### src/rtl/core/spq_pkg.sv
package spq_pkg;

    // Request kinds carried in s_tuser
    localparam logic MODE_ENQUEUE = 1'b0;
    localparam logic MODE_DEQUEUE = 1'b1;

    // Result status codes carried in m_tuser
    typedef logic [1:0] status_t;
    localparam status_t STATUS_ENQUEUED = 2'd0;
    localparam status_t STATUS_DEQUEUED = 2'd1;
    localparam status_t STATUS_EMPTY    = 2'd2;
    localparam status_t STATUS_FULL     = 2'd3;

    localparam int PRIO_W   = 8;
    localparam int AGE_W    = 8;
    localparam int HANDLE_W = 16;
    localparam int FILL_W   = 5;
    localparam int IN_W     = PRIO_W + AGE_W + HANDLE_W;
    localparam int OUT_W    = 40;

    typedef enum logic
    {
        S_IDLE,
        S_EXEC
    } state_t;

    typedef struct packed
    {
        logic capture;
        logic execute;
    } ctrl_cmd_t;

endpackage

### src/rtl/core/spq_ctrl.sv
module spq_ctrl
(
    input  logic               clk,
    input  logic               rst_n,
    input  logic               s_tvalid,
    output logic               s_tready,
    output logic               m_tvalid,
    input  logic               m_tready,
    output spq_pkg::ctrl_cmd_t cmd
);

    spq_pkg::state_t state_reg;
    spq_pkg::state_t state_next;
    logic            out_valid_reg;
    logic            out_valid_next;
    logic            accept;

    assign s_tready = (state_reg == spq_pkg::S_IDLE) && (!out_valid_reg || m_tready);
    assign accept   = s_tvalid && s_tready;
    assign m_tvalid = out_valid_reg;

    always_comb
    begin
        state_next = state_reg;
        unique case (state_reg)
            spq_pkg::S_IDLE:
            begin
                if (accept)
                begin
                    state_next = spq_pkg::S_EXEC;
                end
            end
            spq_pkg::S_EXEC:
            begin
                state_next = spq_pkg::S_IDLE;
            end
            default:
            begin
                state_next = spq_pkg::S_IDLE;
            end
        endcase
    end

    always_comb
    begin
        cmd.capture = 1'b0;
        cmd.execute = 1'b0;
        unique case (state_reg)
            spq_pkg::S_IDLE:
            begin
                cmd.capture = accept;
            end
            spq_pkg::S_EXEC:
            begin
                cmd.execute = 1'b1;
            end
            default:
            begin
                cmd.capture = 1'b0;
            end
        endcase
    end

    always_comb
    begin
        out_valid_next = out_valid_reg;
        if (cmd.execute)
        begin
            out_valid_next = 1'b1;
        end
        else if (m_tready)
        begin
            out_valid_next = 1'b0;
        end
    end

    always_ff @(posedge clk or negedge rst_n)
    begin
        if (!rst_n)
        begin
            state_reg     <= spq_pkg::S_IDLE;
            out_valid_reg <= 1'b0;
        end
        else
        begin
            state_reg     <= state_next;
            out_valid_reg <= out_valid_next;
        end
    end

endmodule

### src/rtl/core/spq_datapath.sv
module spq_datapath
#(
    parameter int QUEUE_DEPTH = 16
)
(
    input  logic                       clk,
    input  logic                       rst_n,
    input  spq_pkg::ctrl_cmd_t         cmd,
    input  logic [spq_pkg::IN_W-1:0]   s_tdata,
    input  logic                       s_tuser,
    output logic [spq_pkg::OUT_W-1:0]  m_tdata,
    output logic [1:0]                 m_tuser
);

    localparam int CNT_W = $clog2(QUEUE_DEPTH + 1);

    // captured request
    logic                          mode_reg;
    logic [spq_pkg::PRIO_W-1:0]    prio_reg;
    logic [spq_pkg::AGE_W-1:0]     age_reg;
    logic [spq_pkg::HANDLE_W-1:0]  handle_reg;

    // sorted slots, head at index 0
    logic [spq_pkg::PRIO_W-1:0]    slot_prio_reg   [QUEUE_DEPTH];
    logic [spq_pkg::AGE_W-1:0]     slot_age_reg    [QUEUE_DEPTH];
    logic [spq_pkg::HANDLE_W-1:0]  slot_handle_reg [QUEUE_DEPTH];
    logic [spq_pkg::PRIO_W-1:0]    slot_prio_next   [QUEUE_DEPTH];
    logic [spq_pkg::AGE_W-1:0]     slot_age_next    [QUEUE_DEPTH];
    logic [spq_pkg::HANDLE_W-1:0]  slot_handle_next [QUEUE_DEPTH];
    logic [QUEUE_DEPTH-1:0]        stay;

    logic [CNT_W-1:0]              count_reg;
    logic [CNT_W-1:0]              count_next;
    logic                          full;
    logic                          empty;
    logic                          do_enq;
    logic                          do_deq;
    logic [31:0]                   count_ext;

    // result registers
    spq_pkg::status_t              status_reg;
    spq_pkg::status_t              status_next;
    logic [spq_pkg::AGE_W-1:0]     out_age_reg;
    logic [spq_pkg::HANDLE_W-1:0]  out_handle_reg;
    logic [spq_pkg::PRIO_W-1:0]    out_prio_reg;
    logic [spq_pkg::FILL_W-1:0]    fill_reg;

    assign full   = (count_reg == CNT_W'(QUEUE_DEPTH));
    assign empty  = (count_reg == '0);
    assign do_enq = (mode_reg == spq_pkg::MODE_ENQUEUE) && !full;
    assign do_deq = (mode_reg == spq_pkg::MODE_DEQUEUE) && !empty;

    always_ff @(posedge clk)
    begin
        if (cmd.capture)
        begin
            mode_reg   <= s_tuser;
            prio_reg   <= s_tdata[spq_pkg::PRIO_W-1:0];
            age_reg    <= s_tdata[spq_pkg::PRIO_W +: spq_pkg::AGE_W];
            handle_reg <= s_tdata[spq_pkg::PRIO_W + spq_pkg::AGE_W +: spq_pkg::HANDLE_W];
        end
    end

    genvar gi;
    generate
        for (gi = 0; gi < QUEUE_DEPTH; gi++)
        begin : g_slot
            // stored entry at or ahead of the new one keeps its place
            assign stay[gi] = (CNT_W'(gi) < count_reg) && (slot_prio_reg[gi] <= prio_reg);

            always_comb
            begin
                slot_prio_next[gi]   = slot_prio_reg[gi];
                slot_age_next[gi]    = slot_age_reg[gi];
                slot_handle_next[gi] = slot_handle_reg[gi];
                if (do_enq && !stay[gi])
                begin
                    if (gi == 0 || stay[(gi == 0) ? 0 : gi - 1])
                    begin
                        slot_prio_next[gi]   = prio_reg;
                        slot_age_next[gi]    = age_reg;
                        slot_handle_next[gi] = handle_reg;
                    end
                    else
                    begin
                        slot_prio_next[gi]   = slot_prio_reg[(gi == 0) ? 0 : gi - 1];
                        slot_age_next[gi]    = slot_age_reg[(gi == 0) ? 0 : gi - 1];
                        slot_handle_next[gi] = slot_handle_reg[(gi == 0) ? 0 : gi - 1];
                    end
                end
                else if (do_deq && gi < QUEUE_DEPTH - 1)
                begin
                    slot_prio_next[gi]   = slot_prio_reg[(gi < QUEUE_DEPTH - 1) ? gi + 1 : gi];
                    slot_age_next[gi]    = slot_age_reg[(gi < QUEUE_DEPTH - 1) ? gi + 1 : gi];
                    slot_handle_next[gi] =
                        slot_handle_reg[(gi < QUEUE_DEPTH - 1) ? gi + 1 : gi];
                end
            end

            always_ff @(posedge clk)
            begin
                if (cmd.execute)
                begin
                    slot_prio_reg[gi]   <= slot_prio_next[gi];
                    slot_age_reg[gi]    <= slot_age_next[gi];
                    slot_handle_reg[gi] <= slot_handle_next[gi];
                end
            end
        end
    endgenerate

    always_comb
    begin
        count_next = count_reg;
        if (do_enq)
        begin
            count_next = count_reg + CNT_W'(1);
        end
        else if (do_deq)
        begin
            count_next = count_reg - CNT_W'(1);
        end
    end

    always_comb
    begin
        if (mode_reg == spq_pkg::MODE_ENQUEUE)
        begin
            status_next = full ? spq_pkg::STATUS_FULL : spq_pkg::STATUS_ENQUEUED;
        end
        else
        begin
            status_next = empty ? spq_pkg::STATUS_EMPTY : spq_pkg::STATUS_DEQUEUED;
        end
    end

    // fill level wraps modulo 32 for deep queues
    assign count_ext = 32'(count_next);

    always_ff @(posedge clk or negedge rst_n)
    begin
        if (!rst_n)
        begin
            count_reg <= '0;
        end
        else if (cmd.execute)
        begin
            count_reg <= count_next;
        end
    end

    always_ff @(posedge clk)
    begin
        if (cmd.execute)
        begin
            status_reg     <= status_next;
            out_age_reg    <= do_deq ? slot_age_reg[0] : '0;
            out_handle_reg <= do_deq ? slot_handle_reg[0] : '0;
            out_prio_reg   <= do_deq ? slot_prio_reg[0] : '0;
            fill_reg       <= count_ext[spq_pkg::FILL_W-1:0];
        end
    end

    assign m_tuser = status_reg;
    assign m_tdata = {3'b000, fill_reg, out_prio_reg, out_handle_reg, out_age_reg};

    property p_count_bounded;
        @(posedge clk) disable iff (!rst_n) count_reg <= CNT_W'(QUEUE_DEPTH);
    endproperty
    a_count_bounded: assert property (p_count_bounded)
        else $error("entry count exceeds queue depth");

endmodule

### src/rtl/core/stable_priority_queue_core.sv
// Stable priority queue, sorted shift-register form.
// Input channel s_*: one request per handshake. s_tuser selects enqueue (0)
// or dequeue (1); s_tdata carries priority, age and record handle.
// Output channel m_*: one result per request. m_tuser carries the status
// (enqueued, dequeued, empty, or full when refused); m_tdata carries the removed
// entry's age, handle and priority (zero unless dequeued) and the fill level.
// Each request is captured in the accept cycle and applied to all slots at
// once in the next cycle by the per-slot compare and shift logic, which also
// loads the result register; the result then stays valid until it is taken.
// The capture / execute sequencer takes no new request until the current one
// has executed.
// A lower priority value leaves first; equal priorities leave in arrival order.
// Reset empties the queue (slot contents stay undefined) and drops any
// pending result. While a result waits on a stalled receiver, no new request
// is taken; the request taken in the cycle the result leaves overlaps it.
module stable_priority_queue_core
#(
    parameter int QUEUE_DEPTH = 16
)
(
    input  logic                       clk,
    input  logic                       rst_n,
    input  logic                       s_tvalid,
    output logic                       s_tready,
    // [7:0] priority_req, [15:8] age, [31:16] record_handle
    input  logic [spq_pkg::IN_W-1:0]   s_tdata,
    // [0] mode
    input  logic                       s_tuser,
    output logic                       m_tvalid,
    input  logic                       m_tready,
    // [7:0] out_age, [23:8] out_handle, [31:24] out_priority,
    // [36:32] fill_level, [39:37] zero
    output logic [spq_pkg::OUT_W-1:0]  m_tdata,
    // [1:0] status
    output logic [1:0]                 m_tuser
);

    spq_pkg::ctrl_cmd_t cmd;

    // sequence capture and execute, hold the result valid until taken
    spq_ctrl u_ctrl
    (
        .clk      (clk),
        .rst_n    (rst_n),
        .s_tvalid (s_tvalid),
        .s_tready (s_tready),
        .m_tvalid (m_tvalid),
        .m_tready (m_tready),
        .cmd      (cmd)
    );

    // slots, entry count and result register
    spq_datapath #(
        .QUEUE_DEPTH (QUEUE_DEPTH)
    ) u_datapath
    (
        .clk     (clk),
        .rst_n   (rst_n),
        .cmd     (cmd),
        .s_tdata (s_tdata),
        .s_tuser (s_tuser),
        .m_tdata (m_tdata),
        .m_tuser (m_tuser)
    );

    // an accepted request never finds a result still pending in the next cycle
    a_accept_clears_out: assert property (@(posedge clk) disable iff (!rst_n)
        (s_tvalid && s_tready) |=> !m_tvalid)
        else $error("result pending when request executes");

    // a stalled result blocks new requests
    a_stall_blocks: assert property (@(posedge clk) disable iff (!rst_n)
        (m_tvalid && !m_tready) |-> !s_tready)
        else $error("request taken while result stalled");

    // every executed request yields a result
    a_exec_gives_result: assert property (@(posedge clk) disable iff (!rst_n)
        cmd.execute |=> m_tvalid)
        else $error("executed request produced no result");

    // capture and execute never overlap
    a_cmd_exclusive: assert property (@(posedge clk) disable iff (!rst_n)
        !(cmd.capture && cmd.execute))
        else $error("capture and execute in the same cycle");

endmodule

### config.mk
export PLATFORM = sky130hd
export DESIGN_NAME = stable_priority_queue_core
export DESIGN_NICKNAME = d
export VERILOG_FILES = /design/src/rtl/core/spq_pkg.sv /design/src/rtl/core/spq_ctrl.sv /design/src/rtl/core/spq_datapath.sv /design/src/rtl/core/stable_priority_queue_core.sv
export SDC_FILE = /design/constraint.sdc
export NUM_CORES = 1
export LEC_CHECK = 0
export BUFFER_PORTS_ARGS = -buffer_cell sky130_fd_sc_hd__buf_2
export CAP_MARGIN = 20
export CORE_MARGIN = 2
export CORE_UTILIZATION = 55
export CTS_BUF_LIST = sky130_fd_sc_hd__clkbuf_16
export CTS_CLUSTER_DIAMETER = 30
export DETAILED_ROUTE_END_ITERATION = 10
export HOLD_SLACK_MARGIN = 0.02
export MAX_ROUTING_LAYER = met4
export PLACE_DENSITY = 0.72
export RECOVER_POWER = 100
export SLEW_MARGIN = 30
export SYNTH_ARGS = -nofsm -noshare
export SYNTH_HDL_FRONTEND = slang
export SYNTH_SLANG_ARGS = --single-unit
export TNS_END_PERCENT = 100
### constraint.sdc
create_clock -name clk -period 10.9 [get_ports clk]
set_input_delay 1.09 -clock clk [delete_from_list [all_inputs] [get_ports clk]]
set_output_delay 1.09 -clock clk [all_outputs]
set_load 0.01 [all_outputs]
Word-level counts from Yosys, hierarchy flattened
Memories as Yosys holds them, arrays and structs flattened.
Cells that the tools add are included.

word-level totals
  bits in registers = 79
  bits in latches = 0
  RAM bits = 512
  ROM bits = 0
  bits of input ports = 37
  output and inout port bits = 44
  logic and storage cells = 261
  memories = 3

memory list
  name                        words  bits a word  rd ports  clocked after Yosys merged registers in  wr ports  line                source
  u_datapath.slot_handle_reg  16     16           16        0                                        16        spq_datapath.sv:26  logic [spq_pkg::HANDLE_W-1:0] slot_handle_reg [QUEUE_DEPTH];
  u_datapath.slot_age_reg     16     8            16        0                                        16        spq_datapath.sv:25  logic [spq_pkg::AGE_W-1:0] slot_age_reg [QUEUE_DEPTH];
  u_datapath.slot_prio_reg    16     8            16        0                                        16        spq_datapath.sv:24  logic [spq_pkg::PRIO_W-1:0] slot_prio_reg [QUEUE_DEPTH];

operators by class
  add/sub/neg operators = 2
  multipliers = 0
  divide/modulo/power cells = 0
  order comparisons = 32
  eq/ne operators = 1
  shift-type cells = 0
  mux-type cells = 151
  bitwise operators = 2
  reductions and logical operators = 58

operators with widths
  cell                                                       number
  two-way mux 16 bit                                         46
  two-way mux 8 bit                                          92
  <= comparator 8 bit                                        16
  less-than comparator 4 x 5 -> 1 bit, first input constant  8
  logical AND 1 bit                                          36
  less-than comparator 3 x 5 -> 1 bit, first input constant  4
  logical NOT 1 bit                                          19
  less-than comparator 1 x 5 -> 1 bit, first input constant  2
  less-than comparator 2 x 5 -> 1 bit, first input constant  2
  two-way mux 5 bit                                          2
  two-way mux 1 bit                                          7
  two-way mux 2 bit                                          3
  adder 5 x 1 -> 5 bit, second input constant                1
  equality test 5 bit, second input constant                 1
  logical NOT 5 bit                                          1
  subtractor 5 x 1 -> 5 bit, second input constant           1
  NOT 1 bit                                                  2
  case mux 1 bit (2 select lines)                            1
  nonzero test 2 bit                                         1
  logical OR 1 bit                                           1

Longest topological paths before layout
  depth in word-level cells = 6
  mapped depth = 12

Hierarchy
A second synthesis with hierarchy kept.

second synthesis, totals
  cells, all modules = 2690
  area, all modules = 31808.0 um2

modules (own cells, without submodules)
  module        times used  cells an instance  area an instance (um2)  seq. area each (um2)
  spq_datapath  1           2682               31706.7                 17661.9
  spq_ctrl      1           8                  101.3                   50.0

Least setup slack after synthesis
OpenSTA, ideal clock, no wires.

  path kind = flip-flop to flip-flop
  from = register, netlist name u_datapath.prio_reg[3]
  to = memory u_datapath.slot_age_reg[0][0] (netlist name), enable pin
  setup time = 0.470 ns
  arrival = 4.536 ns
  data required time = 10.430 ns
  path slack = 5.894 ns
  stages on the path, launching flop included = 11
  path buffers = 2
  clock period less this slack = 5.006 ns
  cell sequence = edfxtp_1 > inv_1 > ha_1 > and4_1 > nand2b_1 > a21oi_1 > a221oi_4 > nand2b_1 > buf_2 > buf_6 > a21boi_0

RTL lines
  what              line
  end: declaration  spq_datapath.sv:25

==> flow_metrics.tcl <==
set metrics [dict create \
    arrival_ns 7.45 \
    hold_buffers 0 \
    dp_hpwl_um 51570 \
    clk_path_buf_depth 3 \
    grt_start_max_net_pins 66 \
    cts_tree "yes" \
    layout_setup_ws_ns 3.882 \
    pre_cts_ws_ns 6.536 \
    drtIter0Drc 1867 \
    synth_edf_count 584 \
    worstReg2RegEnd "u_datapath.slot_handle_reg[0][54]" \
    clk_latency_ns 0.70 \
    ctsResizeCount 0 \
    globalplace.congestion 0.8827 \
    tns_ns 0 \
    area_delta_synth_final_pct 16.53 \
    required_ns 11.33 \
    synthTopCellsByCount "edfxtp_1, mux2i_1, nand2_1, o21ai_0, a21oi_1" \
    worstSetupStartpointType "register" \
    postSynthCellCount 2699 \
    yosysMostFrequentCell "edfxtp_1" \
    worst_hold_slack_ns 0.3100 \
    grt_overflow 0 \
    final_max_slew_viol_count 1413 \
    critical_path_class "reg2reg" \
    antenna_found_initial 0 \
    vias_per_cell 6.021 \
    clockRootBuffer "clkbuf_16" \
    period_share 0.6438 \
    use_met1 0.3724 \
    wl_per_cell_um 21.39 \
    post-route-util 0.6513 \
    die_area_mm2 0.05957 \
    regArea_mm2 0.01771 \
    post-synth-top-area-cell "edfxtp_1" \
    postRouteAntennaNets 0 \
    cap_viol_max_count 38 \
    slew_headroom -1.008 \
    synth_area_mm2 0.03170 \
    multi_input_comb_area_mm2 0.01301 \
    wl_um 77720 \
    clock-sinks 591 \
    ys_seq_area_frac 0.5588 \
    grt_pass1_vias 22191 \
    n_antenna_cell 0 \
    use_met3 0.04225 \
    dr.pass1.iters 5 \
    grt_pass1_wl_um 123300 \
    status "complete, but fails checks" \
    ys.flop_type "edfxtp_1" \
    hold_viol 0 \
    largest_reg_flops 256 \
    clock.fmax_ghz 0.1425 \
    vdd_drop_max_uv 197.0 \
    clk_pin_slew_ns 0.04 \
    yosysWarnings 0 \
    violations "max-capacitance violations, max-slew violations" \
    drive_above_1_share 0.09972 \
    synthTopCellsByArea "edfxtp_1, mux2i_1, ha_1, o21ai_0, nand2_1" \
    met2_usage 0.4074 \
    start_util 0.5589 \
    vias 21879 \
    io_buffers 77 \
    top_usage_layer "met2" \
    post-route-drc-count 0 \
    pin_count 81 \
    numCtsBuffers 134 \
    yosys_register_bits 591 \
    r2r_start "u_datapath.count_reg[1]" \
    rrSetupSlack_ns 3.88 \
    power.density_mw_per_mm2 273.0 \
    worst-path-max-fanout 65 \
    track_usage 0.2696 \
    async_reset_ff_frac 0.01184 \
    end_kind "register" \
    grt_setup_unrepaired "no" \
    die_h_um 244.1 \
    coreArea_mm2 0.05671 \
    min_period_ns 7.018 \
    rows 87 \
    fin_skew_ns 0.02329 \
    yosysTopAreaCellShare 0.5532 \
    yosysUniqueCellTypes 59 \
    htree_levels 4 \
    ff2ff_path_depth 10 \
    fill_cells 4206 \
    tightest_slew_ns 3.011 \
    syn_avg_cell_area_um2 11.74 \
    hold_class "in2async" \
    setup_viol 0 \
    cts_setup_buffers 0 \
    p_leak_nw 14.20 \
    finalNetCount 2941 \
    die_w_um 244.1 \
]
## worst max path at each step
stage	from	end	slack (ns)	cells past startpoint
3_5_place_dp	u_datapath.prio_reg[1]	u_datapath.slot_handle_reg[2][7]	6.54	8
3_3_place_gp	u_datapath.prio_reg[1]	u_datapath.slot_handle_reg[0][6]	6.52	9
2_1_floorplan	u_datapath.prio_reg[3]	u_datapath.slot_age_reg[0][0]	5.89	10
5_1_grt	u_datapath.count_reg[1]	u_datapath.slot_age_reg[0][29]	3.44	10
4_1_cts	u_datapath.prio_reg[1]	u_datapath.slot_prio_reg[8][3]	6.53	8
6_report	u_datapath.count_reg[1]	u_datapath.slot_handle_reg[0][54]	3.88	10
## cells in the final DEF, fill, tap and decap left out, types with 5 or more instances in the layout
master      instances
o211ai_1           15
clkinv_1           26
and2_0             25
nand4_1            24
nor3_4              5
mux2i_1           441
inv_1              47
o21a_1             11
nand2b_1           12
nor2b_1            16
edfxtp_1          584
and2_1              7
a21boi_0           12
dfrtp_1             6
buf_4              13
clkinv_2           20
clkbuf_1           81
o21ai_0           402
mux2_2              7
clkbuf_16         138
nor3_1             11
clkinvlp_4         13
a21o_1              5
and4_1              7
a21oi_1           133
nor2_1             79
nand3_1             5
ha_1              131
bufinv_16          20
nor2_4              5
mux2_1             57
nand2_1           412
o21ai_1             8
buf_2              34
## layout make-up
cell class / count / share of cell area
clock inverters: 103 / 0.02784
inverters: 31 / 0.003150
clock buffers: 138 / 0.09349
flip-flops and latches: 591 / 0.4796
repair buffers: 132 / 0.01812
well taps: 756 / 0.02561
multi-input cells: 1883 / 0.3522
## stage by stage
step / area [µm²] / instances / power [mW]
after floorplan: 31710 / 2701 / 5.427
after global placement: 32670 / 3378 / 5.940
after detailed placement: 32890 / 3388 / 6.115
after CTS: 37370 / 3629 / 10.12
after global routing: 36940 / 3634 / 10.54
final: 36940 / 3634 / 10.08
## cells by family (layout without fill, tap and decap cells)
kind of cell    Yosys count  count (layout)  share of synthesized area
flops                   591             591                     0.5588
mux                     505             505                     0.1620
buf+inv                 227             404                    0.03604
xor+xnor                  4               4                   0.001105
other cells               1               3                  0.0001183
fa+ha+maj               131             131                    0.05171
simple gates            620             620                    0.08546
compound gates          620             620                     0.1048
## report_power, final
group | leakage [nW] | total [mW] | internal (mW) | switching [mW]
registers | 5.54 | 3.44 | 3.14 | 0.301
clock network | 2.23 | 3.98 | 2.74 | 1.24
logic | 6.42 | 2.67 | 1.08 | 1.58
## worst max-delay path, stage by stage (launching register included)
cell and delay, ns:
dfrtp_1 0.50, inv_1 0.19, ha_1 0.30, or3b_1 0.39, nor2_1 0.25, nor2_4 0.04, clkbuf_1 0.75, o21ai_4 0.25
clkbuf_1 1.92, a21boi_0 1.61, buf_8 0.53
## per-layer routing
| metal | wire length, µm | vias up |
|---|---|---|
| met5 | 0 | - |
| met4 | 2075 | 0 |
| met3 | 4452 | 139 |
| met2 | 35230 | 794 |
| met1 | 35960 | 10771 |
| li1 | - | 10175 |
No activity file was read; power rests on OpenSTA's default activity.
